==> src/sv/dthp_pkg.sv <==
// Shared types, constants and the signature lookup for the track-info header parser.
// No dependencies; every other file except the config register refers to this package by scoped names.
package dthp_pkg;

	localparam int unsigned SECTOR_CAP = 29;
	localparam int unsigned IDX_W = 5;
	localparam int unsigned POS_W = 9;

	localparam logic [POS_W-1:0] POS_SIG_END = 9'h00C;
	localparam logic [POS_W-1:0] POS_COUNT   = 9'h015;
	localparam logic [POS_W-1:0] POS_GAP     = 9'h016;
	localparam logic [POS_W-1:0] POS_FILLER  = 9'h017;
	localparam logic [POS_W-1:0] POS_ENTRY   = 9'h018;
	localparam logic [POS_W-1:0] POS_MAX     = 9'h1FF;

	localparam logic [23:0] DATA_BIAS = 24'h000100;
	localparam logic [15:0] STD_SIZE_BASE = 16'd128;
	localparam logic [7:0] LEN_CODE_MAX = 8'd8;

	localparam logic [1:0] KIND_HEADER = 2'd0;
	localparam logic [1:0] KIND_SECTOR = 2'd1;
	localparam logic [1:0] KIND_ERROR  = 2'd2;

	typedef struct packed {
		logic [7:0]  data_byte;
		logic        block_start;
		logic [23:0] base_offset;
	} in_t;

	typedef struct packed {
		logic [1:0]  kind;
		logic [7:0]  sec_total;
		logic [7:0]  gap_length;
		logic [7:0]  filler_byte;
		logic [7:0]  track_id;
		logic [7:0]  side_id;
		logic [7:0]  sec_ident;
		logic [7:0]  len_code;
		logic [15:0] fdc_status;
		logic [15:0] sec_bytes;
		logic [23:0] sec_offset;
		logic        last;
	} out_t;

	function automatic logic [7:0] sig_byte(input logic [3:0] idx);
		logic [7:0] b;
		begin
			unique case (idx)
				4'd0: b = 8'h54;
				4'd1: b = 8'h72;
				4'd2: b = 8'h61;
				4'd3: b = 8'h63;
				4'd4: b = 8'h6B;
				4'd5: b = 8'h2D;
				4'd6: b = 8'h49;
				4'd7: b = 8'h6E;
				4'd8: b = 8'h66;
				4'd9: b = 8'h6F;
				4'd10: b = 8'h0D;
				4'd11: b = 8'h0A;
				default: b = 8'h00;
			endcase
			return b;
		end
	endfunction

endpackage

==> src/sv/dsk_track_header_parser_core.sv <==
// Top level of the track-info block parser: input register, parse stage, config register.
// Depends on dthp_pkg, dthp_in_stage, dthp_parse and dthp_cfg_reg.
//
//   channel | signals                          | beat
//   in      | in_valid, in_ready, in_data      | one block byte with start flag and base
//   out     | out_valid, out_ready, out_data   | header, sector descriptor or error
//   cfg     | cfg_valid, cfg_ready, cfg_data   | extended_mode bit
//
// One byte per cycle sustained while results are not stalled; a byte that yields a result
// passes the input register and then the result register before it is presented.
// Reset clears block state, the mode bit and both valid flags; entry bytes are not reset.
// A stalled result holds the parse stage; one more byte waits in the input register.
module dsk_track_header_parser_core (
	input  logic           clk,
	input  logic           arst_n,
	input  logic           in_valid,
	output logic           in_ready,
	input  dthp_pkg::in_t  in_data,
	output logic           out_valid,
	input  logic           out_ready,
	output dthp_pkg::out_t out_data,
	input  logic           cfg_valid,
	output logic           cfg_ready,
	input  logic           cfg_data
);

	logic          valid_s1;
	dthp_pkg::in_t data_s1;
	logic          advance;
	logic          extended_mode;

	dthp_cfg_reg u_cfg (
		.clk           (clk),
		.arst_n        (arst_n),
		.cfg_valid     (cfg_valid),
		.cfg_ready     (cfg_ready),
		.cfg_data      (cfg_data),
		.extended_mode (extended_mode)
	);

	dthp_in_stage u_in (
		.clk      (clk),
		.arst_n   (arst_n),
		.in_valid (in_valid),
		.in_ready (in_ready),
		.in_data  (in_data),
		.advance  (advance),
		.valid_s1 (valid_s1),
		.data_s1  (data_s1)
	);

	dthp_parse u_parse (
		.clk           (clk),
		.arst_n        (arst_n),
		.extended_mode (extended_mode),
		.valid_s1      (valid_s1),
		.data_s1       (data_s1),
		.advance       (advance),
		.out_valid     (out_valid),
		.out_ready     (out_ready),
		.out_data      (out_data)
	);

endmodule

==> src/sv/dthp_in_stage.sv <==
// Track-info header parser input register: one byte beat per cycle unless stalled.
// Depends on dthp_pkg for the input beat type.
module dthp_in_stage (
	input  logic          clk,
	input  logic          arst_n,
	input  logic          in_valid,
	output logic          in_ready,
	input  dthp_pkg::in_t in_data,
	input  logic          advance,
	output logic          valid_s1,
	output dthp_pkg::in_t data_s1
);

	assign in_ready = !valid_s1 || advance;

	always_ff @(posedge clk or negedge arst_n) begin
		if (!arst_n) begin
			valid_s1 <= 1'b0;
		end else if (in_ready) begin
			valid_s1 <= in_valid;
		end
	end

	always_ff @(posedge clk) begin
		if (in_valid && in_ready) begin
			data_s1 <= in_data;
		end
	end

endmodule

==> src/sv/dthp_parse.sv <==
// Parse stage: block state, entry byte store and the registered result beat.
// Depends on dthp_pkg for types, offsets, result kinds and the signature table.
module dthp_parse (
	input  logic           clk,
	input  logic           arst_n,
	input  logic           extended_mode,
	input  logic           valid_s1,
	input  dthp_pkg::in_t  data_s1,
	output logic           advance,
	output logic           out_valid,
	input  logic           out_ready,
	output dthp_pkg::out_t out_data
);

	logic [dthp_pkg::POS_W-1:0] pos_q;
	logic                       active_q;
	logic [7:0]                 count_q;
	logic [dthp_pkg::IDX_W-1:0] index_q;
	logic [23:0]                acc_q;
	logic [7:0]                 entry_q [0:6];

	logic [dthp_pkg::POS_W-1:0] pos_c;
	logic                       active_c;
	logic [7:0]                 count_c;
	logic [dthp_pkg::IDX_W-1:0] index_c;
	logic [23:0]                acc_c;

	logic [dthp_pkg::POS_W-1:0] pos_n;
	logic                       active_n;
	logic [7:0]                 count_n;
	logic [dthp_pkg::IDX_W-1:0] index_n;
	logic [23:0]                acc_n;
	logic                       store_we;
	logic [2:0]                 store_idx;

	logic [dthp_pkg::IDX_W-1:0] limit;
	logic [dthp_pkg::IDX_W-1:0] index_inc;
	logic [3:0]                 code_sat;
	logic [15:0]                size;
	logic                       has_result;
	dthp_pkg::out_t             result;
	logic [7:0]                 b;

	assign advance = valid_s1 && (!out_valid || out_ready);
	assign b = data_s1.data_byte;

	always_comb begin
		if (data_s1.block_start) begin
			pos_c = '0;
			active_c = 1'b1;
			count_c = '0;
			index_c = '0;
			acc_c = data_s1.base_offset + dthp_pkg::DATA_BIAS;
		end else begin
			pos_c = pos_q;
			active_c = active_q;
			count_c = count_q;
			index_c = index_q;
			acc_c = acc_q;
		end
	end

	always_comb begin
		if (count_c < 8'(dthp_pkg::SECTOR_CAP)) begin
			limit = count_c[dthp_pkg::IDX_W-1:0];
		end else begin
			limit = dthp_pkg::IDX_W'(dthp_pkg::SECTOR_CAP);
		end
		index_inc = index_c + dthp_pkg::IDX_W'(1);
		if (entry_q[3] > dthp_pkg::LEN_CODE_MAX) begin
			code_sat = dthp_pkg::LEN_CODE_MAX[3:0];
		end else begin
			code_sat = entry_q[3][3:0];
		end
		if (extended_mode) begin
			size = {b, entry_q[6]};
		end else begin
			size = dthp_pkg::STD_SIZE_BASE << code_sat;
		end
	end

	always_comb begin
		pos_n = pos_c;
		active_n = active_c;
		count_n = count_c;
		index_n = index_c;
		acc_n = acc_c;
		store_we = 1'b0;
		store_idx = pos_c[2:0];
		has_result = 1'b0;
		result = '0;
		if (active_c) begin
			if (pos_c != dthp_pkg::POS_MAX) begin
				pos_n = pos_c + dthp_pkg::POS_W'(1);
			end
			priority if (pos_c < dthp_pkg::POS_SIG_END) begin
				if (b != dthp_pkg::sig_byte(pos_c[3:0])) begin
					active_n = 1'b0;
					has_result = 1'b1;
					result.kind = dthp_pkg::KIND_ERROR;
					result.last = 1'b1;
				end
			end else if (pos_c == dthp_pkg::POS_COUNT) begin
				count_n = b;
			end else if (pos_c == dthp_pkg::POS_GAP) begin
				store_we = 1'b1;
				store_idx = 3'd0;
			end else if (pos_c == dthp_pkg::POS_FILLER) begin
				has_result = 1'b1;
				result.kind = dthp_pkg::KIND_HEADER;
				result.sec_total = count_c;
				result.gap_length = entry_q[0];
				result.filler_byte = b;
				result.last = (limit == '0);
				if (limit == '0) begin
					active_n = 1'b0;
				end
			end else if (pos_c >= dthp_pkg::POS_ENTRY) begin
				if (pos_c[2:0] != 3'd7) begin
					store_we = 1'b1;
				end else begin
					has_result = 1'b1;
					result.kind = dthp_pkg::KIND_SECTOR;
					result.track_id = entry_q[0];
					result.side_id = entry_q[1];
					result.sec_ident = entry_q[2];
					result.len_code = entry_q[3];
					result.fdc_status = {entry_q[5], entry_q[4]};
					result.sec_bytes = size;
					result.sec_offset = acc_c;
					acc_n = acc_c + 24'(size);
					index_n = index_inc;
					if (index_inc >= limit) begin
						result.last = 1'b1;
						active_n = 1'b0;
					end
				end
			end else begin
				has_result = 1'b0;
			end
		end
	end

	always_ff @(posedge clk or negedge arst_n) begin
		if (!arst_n) begin
			pos_q <= '0;
			active_q <= 1'b0;
			count_q <= '0;
			index_q <= '0;
			acc_q <= '0;
			out_valid <= 1'b0;
		end else begin
			if (advance) begin
				pos_q <= pos_n;
				active_q <= active_n;
				count_q <= count_n;
				index_q <= index_n;
				acc_q <= acc_n;
				out_valid <= has_result;
			end else if (out_ready) begin
				out_valid <= 1'b0;
			end
		end
	end

	always_ff @(posedge clk) begin
		if (advance && store_we) begin
			entry_q[store_idx] <= b;
		end
		if (advance && has_result) begin
			out_data <= result;
		end
	end

endmodule

==> src/sv/dthp_track_header_parser_core_dummy_guard.sv <==
// Configuration register of the track-info header parser: holds the sector size mode.
// No package dependency; used by the top level.
module dthp_cfg_reg (
	input  logic clk,
	input  logic arst_n,
	input  logic cfg_valid,
	output logic cfg_ready,
	input  logic cfg_data,
	output logic extended_mode
);

	assign cfg_ready = 1'b1;

	always_ff @(posedge clk or negedge arst_n) begin
		if (!arst_n) begin
			extended_mode <= 1'b0;
		end else if (cfg_valid && cfg_ready) begin
			extended_mode <= cfg_data;
		end
	end

endmodule
==> config.mk <==
export PLATFORM = sky130hd
export DESIGN_NAME = dsk_track_header_parser_core
export DESIGN_NICKNAME = d
export VERILOG_FILES = /design/src/sv/dthp_pkg.sv /design/src/sv/dsk_track_header_parser_core.sv /design/src/sv/dthp_in_stage.sv /design/src/sv/dthp_parse.sv /design/src/sv/dthp_track_header_parser_core_dummy_guard.sv
export SDC_FILE = /design/constraint.sdc
export NUM_CORES = 1
export LEC_CHECK = 0
export CAP_MARGIN = 10
export CORE_UTILIZATION = 40
export DETAILED_ROUTE_END_ITERATION = 12
export DONT_BUFFER_PORTS = 1
export SLEW_MARGIN = 5
export SYNTH_ARGS = -nofsm -noshare
export SYNTH_HDL_FRONTEND = slang
export SYNTH_SLANG_ARGS = --single-unit
==> constraint.sdc <==
create_clock -name clk -period 10 [get_ports clk]
set_input_delay 1.5 -clock clk [delete_from_list [all_inputs] [get_ports clk]]
set_output_delay 1.5 -clock clk [all_outputs]
set_load 0.03 [all_outputs]
After elaboration in Yosys (flattened, before gate mapping) --
Memories as Yosys holds them, arrays and structs flattened. Index checks and enable logic that the tools add are counted.
Word-level totals: bits in registers 198, RAM bits 56, memory bits (read-only) 112, input bits 39, output and inout bits 118, word-level logic and storage cells 132, memories 2
Operators by class: $add $sub $neg 4, order comparisons 5, equal/unequal tests 6, shift-type cells 1, mux-type cells 76, bitwise logic cells 3, reductions and logical operators 12
Memories:
- (name not given) | words 16, width 7, read ports 1, clocked after memory_dff 0, wr ports 0, RTL line dthp_pkg.sv:48 | unique case (idx)
- u_parse.entry_q | words 7, width 8, read ports 7, clocked after memory_dff 0, wr ports 1, RTL line dthp_parse.sv:20 | logic [7:0] entry_q [0:6];
Operators with widths (number):
- 115-bit two-way mux | 2
- 24-bit two-way mux | 9
- 89-bit two-way mux | 2
- 88-bit two-way mux | 1
- 8-bit two-way mux | 6
- 5-bit two-way mux | 9
- 1-bit two-way mux | 34
- 9-bit by 5-bit == test with 1-bit output, second input constant | 3
- 9-bit two-way mux | 3
- 24-bit by 16-bit adder with 24-bit output | 1
- 24-bit by 9-bit adder with 24-bit output, second input constant | 1
- 16-bit two-way mux | 1
- 8-bit by 4-bit left shift with 16-bit output, first input constant | 1
- 3-bit two-way mux | 4
- 9-bit by 1-bit adder with 9-bit output, second input constant | 1
- 9-bit by 5-bit greater-or-equal comparator with 1-bit output, second input constant | 1
- 9-bit by 4-bit < comparator with 1-bit output, second input constant | 1
- 9-bit != test, second input constant | 1
- 8-bit by 4-bit greater-than comparator with 1-bit output, second input constant | 1
- 8-bit by 5-bit < comparator with 1-bit output, second input constant | 1
- 2-bit two-way mux | 4
- 8-bit != test | 1
- 7-bit OR reduction | 1
- 5-bit by 1-bit adder with 5-bit output, second input constant | 1
- 10 further kinds | 17

Depth between registers and ports, before layout --
Gate-level depths: netlist of the first run. An unclocked memory read counts as a cell.
depth in word-level cells 13, depth in mapped cells 16, gate-level depth less buffers 13

Modules after synthesis --
Synthesis of the first run repeated with hierarchy kept, for this count alone.
Unflattened totals: cells, all modules 976, area, all modules 11806.3 um2
By module, submodules not included:
- dthp_parse | times used 1, cells each 935, area each 10710.3 um2, seq. area each 6336.1 um2
- dthp_in_stage | times used 1, cells each 37, area each 1044.8 um2, seq. area each 1016.0 um2
- dthp_cfg_reg | times used 1, cells each 4, area each 51.3 um2, seq. area each 25.0 um2

Least setup slack after synthesis of the first run --
No wires, ideal clock.
path kind reg-to-reg, start point reg, netlist name u_in.data_s1[24], end point reg, netlist name u_parse.out_data[0], setup time 0.591 ns, data arrival time 7.240 ns, required time 9.409 ns, path slack 2.168 ns, stages on the path, launching flop included 17, buffers on the path 3, clock period less this slack 7.832 ns, cell sequence edfxtp_1 clkbuf_8 clkinv_1 clkbuf_1 nand2_1 inv_1 ha_1 clkbuf_1 inv_1 ha_1 nand2_1 a21o_1 nand3_1 nor4bb_1 nand4_1 nor3b_1 nor2_1
On the way: word-level cells in the longest chain between the ends 10, elaborated cells on any way between the ends 21, classes of those cells order compare (2); eq/ne (5); mux (12); reduce/logical (1); memory (1)
RTL lines:
- parallel branches: the longest is 8 deep, another holds memory 16 x 7 bit
- 1-bit two-way mux (*) | RTL line dthp_parse.sv:92 | if (active_c) begin
- 1-bit logical AND (*) | RTL line dthp_parse.sv:170 | if (advance && has_result) begin
Every way passes the cells marked *. The select of a mux whose other input is x is not followed. A chain may end at the register's enable or synchronous reset.

Final worst setup path of the first run --
start point reg, netlist name u_in.data_s1[24], end point reg, netlist name u_parse.out_data[26]
On the way: word-level cells in the longest chain between the ends 10, elaborated cells on any way between the ends 21, classes of those cells order compare (2); eq/ne (5); mux (12); reduce/logical (1); memory (1)
RTL lines (RTL line):
- parallel branches: the longest is 8 deep, another holds memory 16 x 7 bit
- 1-bit two-way mux (*) | dthp_parse.sv:92
- 1-bit logical AND (*) | dthp_parse.sv:170
Marks and branches as above.

==> flow_summary_export.csv, run 1 <==
group,metric,value,unit
cts,cts_inserted_buffers,27,
timing,tns,0,ns
floorplanning,num_io_pins,157,
timing,tightest_slew,1.103,ns
critical_path,critPathMaxStageDelay,0.86,ns
min_path,worstHoldStart,"u_parse.acc_q[5]$_DFFE_PN0P_",
synth,synth-edff-count,204,
outcome,status,"completed",
min_path,holdCritPathClass,"register to register",
placement,io_buffer_count,0,
critical_path,crit_slowest_cell,"buf_4",
timing,max_freq,0.1714,GHz
timing,relSlewSlack,0.2589,
detailed_routing,drt_wl_total,26600,um
cells_and_area,seq_area,0.007377,mm2
detailed_routing,drtPass1Iterations,5,
cells_and_area,multiInputGateArea,0.003999,mm2
detailed_routing,drc,0,
critical_path,required,10.16,ns
power,power_per_cell_area,213.2,mW/mm2
placement,dpl.cell_count,1298,
critical_path,crit_family,"buffers and inverters",
cells_and_area,layout.nets,1016,
timing,layout_worst_path_cycle_share,0.5834,
timing,setup_viol,0,
cts,clock_latency,0.54,ns
detailed_routing,drt_iter0_drc,586,
detailed_routing,ant_nets,0,
grt,grt_pass1_vias,6782,
cells_and_area,fillers,2610,
cts,clkTransAtPathRegs,0.06,ns
floorplanning,core_area,0.02870,mm2
grt,track_usage,0.1785,
critical_path,cp.arrival,5.99,ns
min_path,whs_path_depth,2,
placement,globalplace.congestion,0.8819,
cts,post_cts_buffers,0,
cts,clock_sinks,254,
synth,syn-num-nets,1014,
critical_path,rrSetupSlack,4.17,ns
critical_path,cp_num_buf_inv,5,
grt,grt_max_degree,89,
detailed_routing,vias,7149,
critical_path,cp_cell_sequence,"buf_4 > clkinv_1 > nand2_1 > inv_1 > ha_1 > inv_1 > ha_1 > nand2_1 > a21o_1 > a21oi_1 > nor4bb_1 > nand4_1 > nor3b_1 > nor2_4 > buf_4",
floorplanning,dieArea,0.02988,mm2
synth,ys_ff_latch,254,
timing,clock_skew,0.01182,ns
floorplanning,row_count,62,
synth,synth-async-reset-ratio,0.1969,
critical_path,cp-end-kind,"register",
cts,post_cts_resized,0,
timing,period_minus_slack,5.834,ns
critical_path,r2r_cells,15,
grt,grt_overflow_total,0,
cts,holdBufCountCts,0,
cells_and_area,layout-drive-gt1-share,0.07469,
min_path,min_to,"u_parse.acc_q[5]$_DFFE_PN0P_",
synth,synth-warning-count,0,
timing,drv_slew,0,
grt,grt_pass1_wl,41100,um
synth,synth.yosys.seq_area_share,0.6318,
flow_run,cap_violations,0,
critical_path,path_max_fanout,78,
synth,avgSynthCellArea,12.38,um2
cts,cts.path.max_buffers,3,
synth,synth_cells,943,
critical_path,r2r_start,"u_in.data_s1[24]$_DFFE_PP_",
power,vdd_drop_max,0.1289,mV
cells_and_area,syn2layout_area_growth,10.59,%
cts,cts_tree,"yes",
cts,htreeDepth,1,
floorplanning,die_w,172.9,um
detailed_routing,wire_per_inst,19.73,um
detailed_routing,viasPerCell,5.303,
critical_path,r2r-end,"u_parse.out_data[26]$_SDFFCE_PP0P_",
critical_path,crit_type,"register to register",
timing,hold_viol,0,
cells_and_area,diodes,0,
grt,antenna_found_initial,0,
synth,synth-main-ff-cell,"edfxtp_1",
cells_and_area,final_cells,1348,
synth,syn_area,0.01168,mm2
timing,rsz0062_at_grt,"no",
power,p_leak,4.721,nW
floorplanning,start_util,0.4068,
cts,clock-root-buffer,"clkbuf_16",
critical_path,startpoint_type,"register",
synth,synth_cell_type_count,78,
placement,dp_hpwl,17910,um
floorplanning,die_y,172.9,um
cell families after synthesis:
group | after synthesis | synth area share
simple gates | 350 | 0.1592
other cells | 1 | 0.0003212
buf+inv | 66 | 0.02636
xor+xnor | 39 | 0.02925
compound gates | 188 | 0.1066
flops | 254 | 0.6318
fa+ha+maj | 32 | 0.03493
mux | 13 | 0.01147
worst min-delay path, delay by kind of cell (launching register included):
kind	cells	cell delay, ns
flip-flops	1	0.34
AO/OA/AOI/OAI	1	0.06
AND/OR/NAND/NOR	1	0.05
state kept, by name, indices dropped and copies added (netlist names), 5 cells and up:
name and flops:
u_in.data_s1 33, u_parse.acc_q 24, u_parse.count_q 8, u_parse.index_q 5, u_parse.out_data 115, u_parse.pos_q 9, u_parse.entry_q 56
per-stage QoR:
step | area (um2) | util | total power [mW] | worst slack [ns] | hold slack [ns]
2_1_floorplan | 11680 | - | 1.700 | 2.168 | 0.4460
3_3_place_gp | 12040 | 0.4196 | 1.797 | 4.232 | 0.4632
3_5_place_dp | 12040 | 0.4196 | 1.802 | 4.088 | 0.4702
4_1_cts | 12900 | 0.4494 | 2.782 | 4.060 | 0.4840
5_1_grt | 12910 | 0.4499 | 2.872 | 3.627 | 0.4945
6_report | 12910 | 0.4499 | 2.753 | 4.166 | 0.4810
how the worst max path moves through the flow:
stage	start	to	cells after the start
2_1_floorplan	u_in.data_s1[24]$_DFFE_PP_	u_parse.out_data[0]$_SDFFCE_PP0P_	16
3_3_place_gp	u_in.data_s1[24]$_DFFE_PP_	u_parse.out_data[26]$_SDFFCE_PP0P_	15
3_5_place_dp	u_in.data_s1[24]$_DFFE_PP_	u_parse.out_data[52]$_SDFFCE_PP0P_	15
4_1_cts	u_in.data_s1[24]$_DFFE_PP_	u_parse.out_data[57]$_SDFFCE_PP0P_	15
5_1_grt	u_in.data_s1[24]$_DFFE_PP_	u_parse.out_data[26]$_SDFFCE_PP0P_	15
6_report	u_in.data_s1[24]$_DFFE_PP_	u_parse.out_data[26]$_SDFFCE_PP0P_	15
Yosys cell counts, types with 3 or more instances:
cell type,count,share of area
a211oi_1,9,0.0058
inv_1,23,0.0074
and4_1,3,0.0023
and3_1,5,0.0027
or4_1,3,0.0019
nor2_1,73,0.023
o21ai_0,36,0.015
a21o_1,12,0.0077
nand3b_1,6,0.0039
nand2_1,72,0.023
clkbuf_8,4,0.0047
nor4_1,8,0.0043
a21oi_1,48,0.021
a31oi_1,6,0.0032
nand4_1,6,0.0032
mux2_2,3,0.0029
nor3b_1,4,0.0026
o21a_1,4,0.0026
and2_1,109,0.058
edfxtp_1,204,0.52
o211ai_1,6,0.0039
mux2i_1,10,0.0086
dfrtp_1,50,0.11
ha_1,31,0.033
o2111ai_1,3,0.0023
xnor2_1,22,0.017
o21ai_1,15,0.0064
nand2b_1,9,0.0048
nand3_1,15,0.0064
clkbuf_1,30,0.0096
nor3_1,17,0.0073
nor2b_1,7,0.0038
o31ai_1,7,0.0045
xor2_1,17,0.013
a32o_1,3,0.0026
a22o_1,15,0.011
cell usage in the layout (no fill, tap or decap), drive strengths merged, types with 27 or more instances in the layout:
master    n
inv      27
ha       31
nand2    73
dfrtp    50
and2    109
o21ai    51
edfxtp  204
a21oi    48
nor2     73
clkbuf   32
layout make-up:
type                            instances  share of cell area
Sequential cell                       254              0.5713
Multi-Input combinational cell        623              0.3097
Clock buffer                           31             0.05349
Tap cell                              384             0.03721
Clock inverter                         17             0.01279
Inverter                               26            0.008140
Timing Repair Buffer                   13            0.007364
where the power goes:
part | total [mW] | internal [mW] | switching [mW]
logic | 0.365 | 0.128 | 0.236
clock network | 0.973 | 0.571 | 0.402
registers | 1.42 | 1.26 | 0.160
total | 2.75 | 1.95 | 0.798
routing by layer:
metal,wire length [um],GRT usage,part of all wire
met1,12100,0.2461,0.45
met3,1338,0.03144,0.050
met2,12590,0.2908,0.47
met5,0,0,0
met4,578,0.04830,0.022
No activity file was read; power rests on OpenSTA's default activity.
==> inputs of run 2 (changes only) <==
==> constraint.sdc (replaced) <==
create_clock -name clk -period 4.7 [get_ports clk]
set_input_delay 0.705 -clock clk [delete_from_list [all_inputs] [get_ports clk]]
set_output_delay 0.705 -clock clk [all_outputs]
set_load 0.03 [all_outputs]
==> flow_summary_export.csv, run 2 (synthesis gave the netlist of run 1 again) <==
group,metric,value,unit
outcome,status,"completed",
grt,track_usage,0.1781,
cells_and_area,layout_common_cells,"edfxtp_1, and2_1, nand2_1, nor2_1, dfrtp_1",
power,p_leak,4.770,nW
cells_and_area,layout-drive-gt1-share,0.07653,
critical_path,cp.arrival,4.20,ns
grt,grt_overflow_total,0,
critical_path,startpoint_type,"register",
critical_path,crit_slowest_cell,"nor2_4",
power,pwr-share-comb,0.133,
floorplanning,num_io_pins,157,
grt,grt_max_degree,89,
detailed_routing,viasPerCell,5.328,
power,switchingPower,1.693,mW
power,sw_frac_of_total,0.2841,
power,intPower,4.265,mW
detailed_routing,drt_iter0_drc,572,
floorplanning,die_w,172.9,um
power,power_per_cell_area,457.6,mW/mm2
timing,layout_worst_path_cycle_share,0.8595,
timing,hold_viol,0,
detailed_routing,drt_wl_total,26810,um
power,p_seq_frac,0.505,
timing,rsz0062_at_grt,"no",
timing,max_freq,0.2475,GHz
cts,clock_sinks,254,
timing,setup_viol,0,
cells_and_area,syn2layout_area_growth,11.50,%
critical_path,rrSetupSlack,0.66,ns
timing,hold_ws,0.03372,ns
floorplanning,start_util,0.4068,
cells_and_area,top_register,"u_parse.out_data",
detailed_routing,wire_per_inst,19.83,um
critical_path,crit_type,"register to register",
cts,clock-root-buffer,"clkbuf_16",
power,vdd_drop_max,0.2778,mV
timing,period_minus_slack,4.040,ns
critical_path,r2r_start,"u_parse.pos_q[1]$_DFFE_PN0P_",
critical_path,cp_cell_sequence,"nand2_1 > inv_1 > ha_1 > inv_1 > ha_1 > nand2_1 > a21o_1 > nand3_1 > nor4bb_1 > nand4_1 > nor3b_1 > nor2_4 > buf_12",
cts,clkTransAtPathRegs,0.06,ns
cells_and_area,final_common_cell,"edfxtp_1",
cts,cts_inserted_buffers,27,
cts,htreeDepth,1,
cells_and_area,layout.nets,1020,
cells_and_area,largest_reg_flops,115,
detailed_routing,drtPass1Iterations,4,
detailed_routing,ant_nets,0,
timing,relSlewSlack,0.3159,
cts,post_cts_resized,0,
critical_path,path_max_fanout,84,
cells_and_area,reg_top3,"u_parse.out_data x115, u_parse.entry_q x56, u_in.data_s1 x33",
critical_path,cp-end-kind,"register",
critical_path,critPathMaxStageDelay,0.80,ns
detailed_routing,drc,0,
cts,cts_tree,"yes",
grt,antenna_found_initial,1,
floorplanning,core_area,0.02870,mm2
timing,tightest_slew,1.024,ns
floorplanning,die_y,172.9,um
cts,cts.path.max_buffers,3,
cts,holdBufCountCts,1,
min_path,holdCritPathClass,"input pin to async pin",
flow_run,cap_violations,0,
critical_path,r2r-end,"u_parse.out_data[40]$_SDFFCE_PP0P_",
floorplanning,row_count,62,
cells_and_area,post-route-util,0.4536,
grt,grt_pass1_wl,41230,um
critical_path,crit_family,"simple AND/OR/NAND/NOR gates",
power,clockPowerShare,0.362,
grt,grt_pass1_vias,6910,
detailed_routing,vias,7203,
placement,dp_hpwl,17920,um
critical_path,cp_num_buf_inv,3,
critical_path,required,4.86,ns
cts,post_cts_buffers,0,
placement,globalplace.congestion,0.9003,
placement,io_buffer_count,0,
timing,clock_skew,0.01400,ns
critical_path,r2r_cells,13,
floorplanning,dieArea,0.02988,mm2
timing,drv_slew,0,
cts,clock_latency,0.53,ns
timing,tns,0,ns
-- run 2: cell count changes in the layout (fill, tap and decap cells not counted), sizes merged --
cell and delta:
buf +5, clkinv -5, clkbuf +5, diode +1, inv -2, bufinv +1, clkinvlp -1
-- run 2: worst max path at each step --
stage                                         start                                  to  slack [ns]  cells after the start
finish                 u_parse.pos_q[1]$_DFFE_PN0P_  u_parse.out_data[40]$_SDFFCE_PP0P_        0.66                     13
detailed placement     u_parse.pos_q[1]$_DFFE_PN0P_  u_parse.out_data[66]$_SDFFCE_PP0P_        0.64                     13
global placement    u_parse.entry_q[3][6]$_DFFE_PP_       u_parse.acc_q[22]$_DFFE_PN0P_        0.78                     11
CTS                    u_parse.pos_q[1]$_DFFE_PN0P_  u_parse.out_data[68]$_SDFFCE_PP0P_        0.64                     13
global route           u_parse.pos_q[1]$_DFFE_PN0P_  u_parse.out_data[40]$_SDFFCE_PP0P_        0.28                     13
floorplan                u_in.data_s1[24]$_DFFE_PP_   u_parse.out_data[0]$_SDFFCE_PP0P_        0.11                     16
-- run 2: power by group through the flow --
stage | sequential, mW | clock, mW | combinational [mW]
after floorplan | 2.99 | 0 | 0.613
after global placement | 3.05 | 0 | 0.770
after detailed placement | 3.06 | 0 | 0.777
after CTS | 3.01 | 2.21 | 0.794
after global routing | 3.03 | 2.30 | 0.886
final | 3.01 | 2.16 | 0.790
-- run 2: per-stage QoR --
stage          std cells  setup WS [ns]  area (um2)  power (mW)
2_1_floorplan        943         0.1051       11680       3.601
3_3_place_gp        1303         0.7795       12090       3.823
3_5_place_dp        1303         0.6373       12090       3.833
4_1_cts             1351         0.6410       13020       6.018
5_1_grt             1351         0.2838       13020       6.214
6_report            1352         0.6602       13020       5.958
-- run 2: cell type report --
cell class	count	area [um2]
Multi-Input combinational cell	623	3999
Clock inverter	10	151.4
Sequential cell	254	7377
Fill cell	2622	15680
Inverter	26	105.1
Tap cell	384	480.5
Antenna cell	1	2.502
Timing Repair Buffer	17	160.2
Clock buffer	37	743.2
-- run 2: metal layers --
metal	global-route usage	wire length [um]	vias up
met1	0.2459	12330	3559
met5	0	0	-
met2	0.2902	12740	179
met3	0.03430	1301	27
li1	-	-	3438
met4	0.04240	447	0
-- run 2: worst register-to-register path: stages, from the launching register on --
cell and delay (ns):
dfrtp_1 0.48, nand2_1 0.24, inv_1 0.20, ha_1 0.38, inv_1 0.08, ha_1 0.18, nand2_1 0.06, a21o_1 0.14
nand3_1 0.07, nor4bb_1 0.17, nand4_1 0.20, nor3b_1 0.13, nor2_4 0.80, buf_12 0.42
